<file path="config.mk">
export PLATFORM = sky130hd
export DESIGN_NAME = assembly_token_classifier
export DESIGN_NICKNAME = d
export VERILOG_FILES = /design/src/atc_pkg.sv /design/src/assembly_token_classifier.sv /design/src/atc_ram.sv /design/src/atc_front.sv /design/src/atc_back.sv
export SDC_FILE = /design/constraint.sdc
export NUM_CORES = 1
export LEC_CHECK = 0
export ABC_CLOCK_PERIOD_IN_PS = 7650
export BUFFER_PORTS_ARGS = -buffer_cell sky130_fd_sc_hd__buf_4
export CAP_MARGIN = 20
export CORE_UTILIZATION = 60
export DETAILED_ROUTE_END_ITERATION = 12
export PLACE_DENSITY_LB_ADDON = 0.08
export SETUP_SLACK_MARGIN = 0.02
export SYNTH_ARGS = -nofsm -noshare
export SYNTH_HDL_FRONTEND = slang
export SYNTH_SLANG_ARGS = --single-unit
</file>
<file path="constraint.sdc">
create_clock -name clk_i -period 7.65 [get_ports clk_i]
set_clock_uncertainty 0.05 [all_clocks]
set_input_delay 0.765 -clock clk_i [delete_from_list [all_inputs] [get_ports clk_i]]
set_output_delay 0.765 -clock clk_i [all_outputs]
set_load 0.01 [all_outputs]
</file>
<file path="src/atc_pkg.sv">
`timescale 1ns / 1ps
package atc_pkg;

  localparam int unsigned LineWidthDef   = 20;
  localparam int unsigned ColumnWidthDef = 16;
  localparam int unsigned LengthWidthDef = 8;

  // Token classes
  localparam logic [4:0] TypeUndef   = 5'd0;
  localparam logic [4:0] TypePreproc = 5'd1;
  localparam logic [4:0] TypeDec     = 5'd2;
  localparam logic [4:0] TypeHex     = 5'd3;
  localparam logic [4:0] TypeInstr   = 5'd4;
  localparam logic [4:0] TypeReg     = 5'd5;
  localparam logic [4:0] TypeCurly   = 5'd6;
  localparam logic [4:0] TypeSquare  = 5'd10;
  localparam logic [4:0] TypeLabel   = 5'd14;
  localparam logic [4:0] TypeLblRd   = 5'd15;
  localparam logic [4:0] TypeLblWr   = 5'd16;

  // Number recognizer
  localparam logic [2:0] NStart = 3'd0;
  localparam logic [2:0] NMinus = 3'd1;
  localparam logic [2:0] NZero  = 3'd2;
  localparam logic [2:0] NDec   = 3'd3;
  localparam logic [2:0] NX     = 3'd4;
  localparam logic [2:0] NHex   = 3'd5;
  localparam logic [2:0] NDead  = 3'd6;

  // Bracket recognizer
  localparam logic [3:0] BStart = 4'd0;
  localparam logic [3:0] BOpen  = 4'd1;
  localparam logic [3:0] BZero  = 4'd2;
  localparam logic [3:0] BDec   = 4'd3;
  localparam logic [3:0] BX     = 4'd4;
  localparam logic [3:0] BHex   = 4'd5;
  localparam logic [3:0] BCDec  = 4'd6;
  localparam logic [3:0] BCHex  = 4'd7;
  localparam logic [3:0] BGDec  = 4'd8;
  localparam logic [3:0] BAHex  = 4'd9;
  localparam logic [3:0] BDead  = 4'd15;

  // Register recognizer
  localparam logic [1:0] RStart = 2'd0;
  localparam logic [1:0] RLet   = 2'd1;
  localparam logic [1:0] RDig   = 2'd2;
  localparam logic [1:0] RDead  = 2'd3;

  localparam logic [5:0] NodeRoot = 6'd0;
  localparam logic [5:0] NodeDead = 6'd63;

  // Recognizer state of the open token
  typedef struct packed {
    logic [2:0] num;
    logic [3:0] brk;
    logic       curly;
    logic [1:0] rgs;
    logic       first_pct;
    logic [1:0] first_open;
    logic [1:0] last_close;
    logic [5:0] node;
    logic       colon;
  } prog_t;

  // Item handed from the front to the back
  typedef struct packed {
    prog_t      prog;
    logic       len_ge3;
  } ev_t;

  function automatic logic is_digit(input logic [7:0] c);
    return c >= 8'h30 && c <= 8'h39;
  endfunction

  function automatic logic is_hex(input logic [7:0] c);
    return is_digit(c) || (c >= 8'h61 && c <= 8'h66);
  endfunction

  function automatic logic is_tok(input logic [7:0] c);
    return (c >= 8'h61 && c <= 8'h7a) || is_digit(c) || c == 8'h25 || c == 8'h24 ||
           c == 8'h3a || c == 8'h5b || c == 8'h5d || c == 8'h7b || c == 8'h7d ||
           c == 8'h2d;
  endfunction

  function automatic logic [2:0] num_next(input logic [2:0] st, input logic [7:0] c);
    logic [2:0] r;
    r = NDead;
    case (st)
      NStart: begin
        if (c == 8'h2d) r = NMinus;
        else if (c == 8'h30) r = NZero;
        else if (is_digit(c)) r = NDec;
      end
      NMinus: begin
        if (c == 8'h30) r = NZero;
        else if (is_digit(c)) r = NDec;
      end
      NZero: begin
        if (c == 8'h78) r = NX;
        else if (is_digit(c)) r = NDec;
      end
      NDec: if (is_digit(c)) r = NDec;
      NX, NHex: if (is_hex(c)) r = NHex;
      default: r = NDead;
    endcase
    return r;
  endfunction

  function automatic logic [3:0] brk_next(input logic [3:0] st, input logic curly,
                                          input logic [7:0] c);
    logic [3:0] r;
    logic [7:0] cl;
    cl = curly ? 8'h7d : 8'h5d;
    r = BDead;
    case (st)
      BStart: if (c == 8'h7b || c == 8'h5b) r = BOpen;
      BOpen: begin
        if (c == 8'h30) r = BZero;
        else if (is_digit(c)) r = BDec;
      end
      BZero: begin
        if (c == 8'h78) r = BX;
        else if (c == cl) r = BCDec;
        else if (is_digit(c)) r = BDec;
      end
      BDec: begin
        if (c == cl) r = BCDec;
        else if (is_digit(c)) r = BDec;
      end
      BX: if (is_hex(c)) r = BHex;
      BHex: begin
        if (c == cl) r = BCHex;
        else if (is_hex(c)) r = BHex;
      end
      BCDec: if (c == 8'h67) r = BGDec;
      BCHex: if (c == 8'h61) r = BAHex;
      default: r = BDead;
    endcase
    return r;
  endfunction

  // Keyword trie: node numbers follow the prefix list; returns the next node.
  function automatic logic [5:0] trie_next(input logic [5:0] n, input logic [7:0] c);
    logic [5:0] r;
    r = NodeDead;
    case (n)
      6'd0: case (c)
        8'h68: r = 6'd1;  8'h6d: r = 6'd4;  8'h73: r = 6'd7;  8'h63: r = 6'd11;
        8'h70: r = 6'd17; 8'h6a: r = 6'd28; 8'h72: r = 6'd38; 8'h69: r = 6'd41;
        default: r = NodeDead;
      endcase
      6'd1:  if (c == 8'h6c) r = 6'd2;
      6'd2:  if (c == 8'h74) r = 6'd3;
      6'd4:  if (c == 8'h6f) r = 6'd5;
      6'd5:  if (c == 8'h76) r = 6'd6;
      6'd7:  if (c == 8'h75) r = 6'd8;
      6'd8: begin
        if (c == 8'h6d) r = 6'd9;
        else if (c == 8'h62) r = 6'd10;
      end
      6'd11: begin
        if (c == 8'h6d) r = 6'd12;
        else if (c == 8'h61) r = 6'd14;
      end
      6'd12: if (c == 8'h70) r = 6'd13;
      6'd14: if (c == 8'h6c) r = 6'd15;
      6'd15: if (c == 8'h6c) r = 6'd16;
      6'd17: begin
        if (c == 8'h75) r = 6'd18;
        else if (c == 8'h6f) r = 6'd26;
      end
      6'd18: if (c == 8'h73) r = 6'd19;
      6'd19: if (c == 8'h68) r = 6'd20;
      6'd20: case (c)
        8'h62: r = 6'd21; 8'h73: r = 6'd22; 8'h69: r = 6'd23; 8'h6c: r = 6'd24;
        8'h72: r = 6'd25;
        default: r = NodeDead;
      endcase
      6'd26: if (c == 8'h70) r = 6'd27;
      6'd28: case (c)
        8'h6d: r = 6'd29; 8'h65: r = 6'd31; 8'h6c: r = 6'd32; 8'h62: r = 6'd33;
        8'h6e: r = 6'd34;
        default: r = NodeDead;
      endcase
      6'd29: if (c == 8'h70) r = 6'd30;
      6'd32: if (c == 8'h65) r = 6'd36;
      6'd33: if (c == 8'h65) r = 6'd37;
      6'd34: if (c == 8'h65) r = 6'd35;
      6'd38: if (c == 8'h65) r = 6'd39;
      6'd39: if (c == 8'h74) r = 6'd40;
      6'd41: begin
        if (c == 8'h6e) r = 6'd42;
        else if (c == 8'h72) r = 6'd44;
      end
      6'd42: if (c == 8'h74) r = 6'd43;
      6'd44: if (c == 8'h65) r = 6'd45;
      6'd45: if (c == 8'h74) r = 6'd46;
      default: r = NodeDead;
    endcase
    return r;
  endfunction

  function automatic logic trie_kw(input logic [5:0] n);
    logic k;
    case (n)
      6'd3, 6'd6, 6'd9, 6'd10, 6'd13, 6'd16, 6'd20, 6'd21, 6'd22, 6'd23, 6'd24,
      6'd25, 6'd27, 6'd30, 6'd31, 6'd32, 6'd33, 6'd35, 6'd36, 6'd37, 6'd40,
      6'd43, 6'd46: k = 1'b1;
      default: k = 1'b0;
    endcase
    return k;
  endfunction

endpackage

</file>
<file path="src/assembly_token_classifier.sv">
`timescale 1ns / 1ps
// A token result reaches the outputs after the transfer of the byte that ends it,
// through the queue write, registered queue read and classify output register.
// Throughput: one byte per cycle while full is low; the recognizers step on each byte.
// full rises while three tokens wait in the 4-entry token queue. Reset (rst_ni low,
// asynchronous) empties the queue and returns counters to line 1, column 1.
module assembly_token_classifier import atc_pkg::*; #(
  parameter int unsigned LineWidth   = LineWidthDef,
  parameter int unsigned ColumnWidth = ColumnWidthDef,
  parameter int unsigned LengthWidth = LengthWidthDef
) (
  input  logic                   clk_i,
  input  logic                   rst_ni,
  input  logic                   push,
  output logic                   full,
  input  logic [7:0]             ch_i,
  input  logic                   text_end_i,
  output logic                   empty,
  input  logic                   pop,
  output logic [4:0]             token_type_o,
  output logic [LineWidth-1:0]   token_line_o,
  output logic [ColumnWidth-1:0] token_column_o,
  output logic [LengthWidth-1:0] token_length_o
);
  localparam int unsigned Depth = 4;
  localparam int unsigned AW    = $clog2(Depth);
  localparam int unsigned PW    = LineWidth + ColumnWidth + LengthWidth;
  localparam int unsigned EW    = $bits(ev_t);

  logic                   ev_valid;
  ev_t                    ev, q_ev;
  logic [LineWidth-1:0]   ev_line;
  logic [ColumnWidth-1:0] ev_col;
  logic [LengthWidth-1:0] ev_len;
  logic [AW-1:0]          wr_q, rd_q;
  logic [AW:0]            cnt_q;
  logic                   wr, rd, bvalid, bready;
  logic                   ev_ram_rd, pos_rd;
  logic [EW-1:0]          ev_rdata;
  logic [PW-1:0]          pos_rdata, pos_q;
  logic                   rv_q;
  logic                   back_valid;

  atc_front #(.LineWidth(LineWidth), .ColumnWidth(ColumnWidth),
              .LengthWidth(LengthWidth)) u_front (
    .clk_i, .rst_ni, .valid_i(push && !full), .ch_i, .text_end_i,
    .ev_valid_o(ev_valid), .ev_o(ev), .ev_line_o(ev_line), .ev_col_o(ev_col),
    .ev_len_o(ev_len)
  );

  // Token queue: registered-read RAM with a one-entry read stage
  assign full = cnt_q >= (AW+1)'(Depth - 1);
  assign wr = push && !full && ev_valid;
  assign rd = (cnt_q != '0) && (!rv_q || bready);
  assign bvalid = rv_q;

  atc_ram #(.Width(EW), .Depth(Depth)) u_ev_ram (
    .clk_i, .we_i(wr), .waddr_i(wr_q), .wdata_i(ev),
    .re_i(ev_ram_rd), .raddr_i(rd_q), .rdata_o(ev_rdata)
  );
  atc_ram #(.Width(PW), .Depth(Depth)) u_pos_ram (
    .clk_i, .we_i(wr), .waddr_i(wr_q), .wdata_i({ev_line, ev_col, ev_len}),
    .re_i(pos_rd), .raddr_i(rd_q), .rdata_o(pos_rdata)
  );
  assign ev_ram_rd = rd;
  assign pos_rd = rd;
  assign q_ev = ev_t'(ev_rdata);

  // Advance pointers and count
  always_ff @(posedge clk_i or negedge rst_ni) begin
    if (!rst_ni) begin
      wr_q <= '0;
      rd_q <= '0;
      cnt_q <= '0;
      rv_q <= 1'b0;
    end else begin
      if (wr) wr_q <= wr_q + 1'b1;
      if (ev_ram_rd) rd_q <= rd_q + 1'b1;
      cnt_q <= cnt_q + (AW+1)'(wr) - (AW+1)'(pos_rd);
      if (rd) rv_q <= 1'b1;
      else if (bready) rv_q <= 1'b0;
    end
  end

  atc_back u_back (
    .clk_i, .rst_ni, .valid_i(bvalid), .ev_i(q_ev), .ready_o(bready),
    .valid_o(back_valid), .pop_i(pop), .type_o(token_type_o)
  );

  // Hold position fields alongside the class
  always_ff @(posedge clk_i) begin
    if (bready && bvalid) pos_q <= pos_rdata;
  end

  assign empty = !back_valid;
  assign {token_line_o, token_column_o, token_length_o} = pos_q;
endmodule

</file>
<file path="src/atc_ram.sv">
`timescale 1ns / 1ps
module atc_ram #(
  parameter int unsigned Width = 8,
  parameter int unsigned Depth = 4
) (
  input  logic                     clk_i,
  input  logic                     we_i,
  input  logic [$clog2(Depth)-1:0] waddr_i,
  input  logic [Width-1:0]         wdata_i,
  input  logic                     re_i,
  input  logic [$clog2(Depth)-1:0] raddr_i,
  output logic [Width-1:0]         rdata_o
);
  logic [Width-1:0] mem_q [Depth];

  // Write port and registered read; hold read data between reads
  always_ff @(posedge clk_i) begin
    if (we_i) mem_q[waddr_i] <= wdata_i;
    if (re_i) rdata_o <= mem_q[raddr_i];
  end
endmodule

</file>
<file path="src/atc_front.sv">
`timescale 1ns / 1ps
module atc_front import atc_pkg::*; #(
  parameter int unsigned LineWidth   = LineWidthDef,
  parameter int unsigned ColumnWidth = ColumnWidthDef,
  parameter int unsigned LengthWidth = LengthWidthDef
) (
  input  logic                   clk_i,
  input  logic                   rst_ni,
  input  logic                   valid_i,
  input  logic [7:0]             ch_i,
  input  logic                   text_end_i,
  output logic                   ev_valid_o,
  output ev_t                    ev_o,
  output logic [LineWidth-1:0]   ev_line_o,
  output logic [ColumnWidth-1:0] ev_col_o,
  output logic [LengthWidth-1:0] ev_len_o
);
  localparam logic [LineWidth-1:0]   LineTop = '1;
  localparam logic [ColumnWidth-1:0] ColTop  = '1;
  localparam logic [LengthWidth-1:0] LenTop  = '1;
  localparam logic [LengthWidth-1:0] Len3    = LengthWidth'(3);

  logic                   comment_q, comment_d;
  logic [LineWidth-1:0]   line_q, line_d;
  logic [ColumnWidth-1:0] col_q, col_d, start_q, start_d;
  logic [LengthWidth-1:0] len_q, len_d;
  prog_t                  prog_q, prog_d, prog_init;
  logic [7:0]             c;

  assign prog_init = '{num: NStart, brk: BStart, curly: 1'b0, rgs: RStart,
                       first_pct: 1'b0, first_open: 2'd0, last_close: 2'd0,
                       node: NodeRoot, colon: 1'b0};

  // Fold case, step recognizers and counters
  always_comb begin
    c = (ch_i >= 8'h41 && ch_i <= 8'h5a) ? ch_i + 8'h20 : ch_i;
    comment_d = comment_q;
    line_d = line_q;
    col_d = col_q;
    start_d = start_q;
    len_d = len_q;
    prog_d = prog_q;
    ev_valid_o = 1'b0;
    ev_o = '{prog: prog_q, len_ge3: len_q >= Len3};
    ev_line_o = line_q;
    ev_col_o = start_q;
    ev_len_o = len_q;
    if (valid_i) begin
      if (!comment_q) begin
        if (is_tok(c)) begin
          if (len_q == '0) begin
            start_d = col_q;
            prog_d.first_pct = c == 8'h25;
            prog_d.first_open = (c == 8'h5b) ? 2'd1 : (c == 8'h7b) ? 2'd2 : 2'd0;
          end
          if (len_q != LenTop) len_d = len_q + 1'b1;
          prog_d.num = num_next(prog_q.num, c);
          prog_d.brk = brk_next(prog_q.brk, prog_q.curly, c);
          if (prog_q.brk == BStart) begin
            if (c == 8'h7b) prog_d.curly = 1'b1;
            else if (c == 8'h5b) prog_d.curly = 1'b0;
          end
          if (prog_q.rgs == RStart)
            prog_d.rgs = (c == 8'h72 || c == 8'h6c || c == 8'h69 || c == 8'h73 ||
                          c == 8'h62) ? RLet : RDead;
          else if (prog_q.rgs == RLet || prog_q.rgs == RDig)
            prog_d.rgs = is_digit(c) ? RDig : RDead;
          prog_d.node = trie_next(prog_q.node, c);
          prog_d.last_close = (c == 8'h5d) ? 2'd1 : (c == 8'h7d) ? 2'd2 : 2'd0;
          prog_d.colon = c == 8'h3a;
        end else begin
          ev_valid_o = len_q != '0;
          len_d = '0;
          start_d = '0;
          prog_d = prog_init;
        end
      end
      if (c == 8'h23) comment_d = 1'b1;
      if (c == 8'h0a) begin
        comment_d = 1'b0;
        if (line_q != LineTop) line_d = line_q + 1'b1;
        col_d = ColumnWidth'(1);
      end else if (col_q != ColTop) begin
        col_d = col_q + 1'b1;
      end
      if (text_end_i) begin
        comment_d = 1'b0;
        line_d = LineWidth'(1);
        col_d = ColumnWidth'(1);
        len_d = '0;
        start_d = '0;
        prog_d = prog_init;
      end
    end
  end

  // Hold recognizer and counter state
  always_ff @(posedge clk_i or negedge rst_ni) begin
    if (!rst_ni) begin
      comment_q <= 1'b0;
      line_q <= LineWidth'(1);
      col_q <= ColumnWidth'(1);
      start_q <= '0;
      len_q <= '0;
      prog_q <= '{num: NStart, brk: BStart, curly: 1'b0, rgs: RStart,
                  first_pct: 1'b0, first_open: 2'd0, last_close: 2'd0,
                  node: NodeRoot, colon: 1'b0};
    end else begin
      comment_q <= comment_d;
      line_q <= line_d;
      col_q <= col_d;
      start_q <= start_d;
      len_q <= len_d;
      prog_q <= prog_d;
    end
  end
endmodule

</file>
<file path="src/atc_back.sv">
`timescale 1ns / 1ps
module atc_back import atc_pkg::*; (
  input  logic       clk_i,
  input  logic       rst_ni,
  input  logic       valid_i,
  input  ev_t        ev_i,
  output logic       ready_o,
  output logic       valid_o,
  input  logic       pop_i,
  output logic [4:0] type_o
);
  logic       valid_q;
  logic [4:0] type_q, type_d;
  prog_t      p;

  assign p = ev_i.prog;
  assign ready_o = !valid_q || pop_i;
  assign valid_o = valid_q;
  assign type_o = type_q;

  // Classify in priority order
  always_comb begin
    type_d = TypeUndef;
    if (p.first_pct) type_d = TypePreproc;
    else if (p.num == NZero || p.num == NDec) type_d = TypeDec;
    else if (p.num == NHex) type_d = TypeHex;
    else if (trie_kw(p.node)) type_d = TypeInstr;
    else if (p.rgs == RDig) type_d = TypeReg;
    else if (p.brk == BCDec) type_d = p.curly ? TypeCurly : TypeSquare;
    else if (p.brk == BCHex) type_d = (p.curly ? TypeCurly : TypeSquare) + 5'd1;
    else if (p.brk == BGDec) type_d = (p.curly ? TypeCurly : TypeSquare) + 5'd2;
    else if (p.brk == BAHex) type_d = (p.curly ? TypeCurly : TypeSquare) + 5'd3;
    else if (p.colon) type_d = TypeLabel;
    else if (ev_i.len_ge3 && p.first_open == 2'd1 && p.last_close == 2'd1)
      type_d = TypeLblRd;
    else if (ev_i.len_ge3 && p.first_open == 2'd2 && p.last_close == 2'd2)
      type_d = TypeLblWr;
  end

  // Output register
  always_ff @(posedge clk_i or negedge rst_ni) begin
    if (!rst_ni) valid_q <= 1'b0;
    else if (ready_o) valid_q <= valid_i;
  end

  always_ff @(posedge clk_i) begin
    if (ready_o && valid_i) type_q <= type_d;
  end
endmodule

</file>
==> impl_metrics.toml <==
[floorplanning]
initial_core_util = 0.612
core_mm2 = 0.0336
die_h_um = 187
dieArea_mm2 = 0.0350
die_w_um = 187
rows = 67
io_pins = 64

[layout]
multi_input_area_mm2 = 0.00630
drive_gt1_frac = 0.178
layout_common_cells = "edfxtp_1, dfrtp_1, nor2_1"
fill_cells = 2163
area_delta_synth_final_pct = 11.7
fin_nets = 1475
register_area_mm2 = 0.0138
design_area_mm2 = 0.0230
final_common_cell = "edfxtp_1"
antenna_cells = 0

[sta]
drv_slew = 0
fin_crit_sh = 0.625
hold_viol_final = 0
slew_headroom = 0.207
setup_viol = 0
worstMarginPinSlew_ns = 1.18
rsz0062_at_grt = "no"
fin_setup_tns_ns = 0
fin_crit_ns = 4.78
fmax_mhz = 209

[placed_design]
hpwl_um = 28800
port-buffer-count = 63
place_congestion = 0.916
dpl_cell_area_mm2 = 0.0214

[route]
dr.first_iter.drc_count = 1295
wl_per_cell_um = 24.8
antenna_left = 0
vias = 12600
drt-total-wl_um = 47900
drc = 0
dr.pass1.iters = 6
viasPerCell = 6.53

[synth]
ys_ff_latch = 476
syn_inst = 1388
synth_compound_area_frac = 0.104
synth_top_family_by_area = "compound AO/OA/AOI/OAI gates"
avgSynthCellArea_um2 = 14.8
synthArstFlopShare = 0.193
yosys_warnings = 0
ys.flop_type = "edfxtp_1"
synth_fa_ha_area_frac = 0.0119
synth.net_count = 1420
synthXorXnorAreaFrac = 0.00767
ys_top_cells_by_area = "edfxtp_1, dfrtp_1, mux4_2"
synth.mux.area_fraction = 0.0813
synth_seq_area_share = 0.673
synth_edf_count = 384
synth_cell_type_count = 93
synth_top_area_frac = 0.561
synth_largest_area_cell = "edfxtp_1"
synth_area_mm2 = 0.0206
synthSimpleGateAreaFrac = 0.101

[worst_setup_path]
crit_arrival_ns = 4.94
setup.worst_path.class = "in -> reg"
crit_fanout = 36
crit_required_ns = 7.81
r2r_cells = 9
worstSetupStartpointType = "input pin"
cp-end-kind = "flop"

[cts]
htreeDepth = 2
clk_path_buf_depth = 3
clk_latency_ns = 0.58
cts.sinks = 476
ctsHoldBuffers = 0
numCtsBuffers = 46
path_clk_slew_ns = 0.06
cts_resized = 0
cts_tree = "yes"
cts-root-buf = "clkbuf_16"
post-cts-setup-buffer-count = 0

[grt]
grt_usage = 0.283
grt_pass1_wl_um = 75200
antenna_found_initial = 0
grt_start_max_net_pins = 73
first_global_vias = 12900
grt_overflow = 0

[pwr]
p_per_area_mw_per_mm2 = 350
p_leak_nw = 8.10
vdd_drop_max_mv = 0.221

[status]
outcome = "completed"

[run]
maxCapViolations = 0

[min_path]
hold_path.class = "in -> async"
## flip-flops by register name (all words and copies together), names as in the netlist
signal and cells:
u_pos_ram.mem_q 176, u_ev_ram.mem_q 92, pos_q 44, u_pos_ram.rdata_o 44, u_ev_ram.rdata_o 23, u_front.ev_o 22, u_front.ev_line_o 20, u_front.col_q 16
u_front.ev_col_o 16, u_front.ev_len_o 8, u_back.type_o 5, cnt_q 3, rd_q 2, wr_q 2, bvalid 1, u_back.valid_o 1
u_front.comment_q 1
## logic make-up (layout without fill, tap and decap cells)
logic type	after synthesis	after routing
AO/OA/AOI/OAI	293	293
XOR/XNOR	18	18
adder cells (fa/ha/maj)	19	19
buffers and inverters	104	197
flip-flops	476	476
multiplexers	81	81
AND/OR/NAND/NOR	397	397
## worst max-delay path: stages
cell	delay [ns]
buf_4	0.15
inv_1	0.30
ha_1	0.38
or3b_4	0.46
a2111o_1	0.47
a21oi_1	0.18
a211oi_1	0.16
nor3_1	0.30
o2111a_2	0.33
and2_2	0.77
buf_4	0.62
## cells in the mapped netlist (all sizes together), types with 9 or more instances
cell and number:
or4 10, a21oi 55, nand2b 26, inv 28, nor2b 13, a31oi 12, and3 14, o21ai 63
nand4 18, nor3 38, ha 18, a22oi 9, clkbuf 49, a22o 22, nor4 13, mux4 68
nand3 40, and2 14, nand2 80, nor2 85, or3 10, dfrtp 90, o22ai 10, buf 27
edfxtp 384, xnor2 10, o211ai 20, o31ai 11, o21a 9
## per-stage QoR
step / worst slack [ns] / instances / hold WS, ns / total power [mW] / util
after floorplan: 1.88 / 1388 / 0.350 / 5.15 / -
final: 2.87 / 1929 / 0.0249 / 8.03 / 0.683
after detailed placement: 2.36 / 1842 / 0.355 / 5.75 / 0.637
after global placement: 2.32 / 1842 / 0.351 / 5.71 / 0.637
after global routing: 2.65 / 1929 / 0.0268 / 8.38 / 0.683
after CTS: 2.93 / 1928 / 0.0130 / 8.08 / 0.683
## area by class of cell
class | count | share of cell area
Sequential cell | 476 | 0.603
Multi-Input combinational cell | 808 | 0.274
Clock buffer | 70 | 0.0589
Timing Repair Buffer | 83 | 0.0270
Tap cell | 448 | 0.0244
Clock inverter | 16 | 0.00796
Inverter | 28 | 0.00458
## final timing paths
kind	to	slack, ns	startpoint
worst min-delay path	u_front.ev_o[8]	0.02	rst_ni
worst max-delay path	u_pos_ram.mem_q[2][15]	2.87	ch_i[5]
min in group clk_i	pos_q[24]	0.37	u_pos_ram.rdata_o[24]
worst max register to register	u_front.col_q[14]	4.11	u_front.col_q[0]
max in group asynchronous	rd_q[0]	6.09	rst_ni
worst min register to register	pos_q[24]	0.37	u_pos_ram.rdata_o[24]
## power by group
group	switching, mW	internal (mW)	total [mW]
logic	1.17	0.845	2.01
registers	0.328	3.39	3.72
clock network	0.972	1.33	2.30
total	2.47	5.56	8.03
## routing by layer
metal / track usage / share of wire / vias up
met3: 0.0477 / 0.059 / 103
met5: 0 / 0 / -
met1: 0.377 / 0.41 / 6379
li1: - / - / 5611
met4: 0.104 / 0.031 / 0
met2: 0.472 / 0.50 / 509
Power figures use the tool's default switching activity.
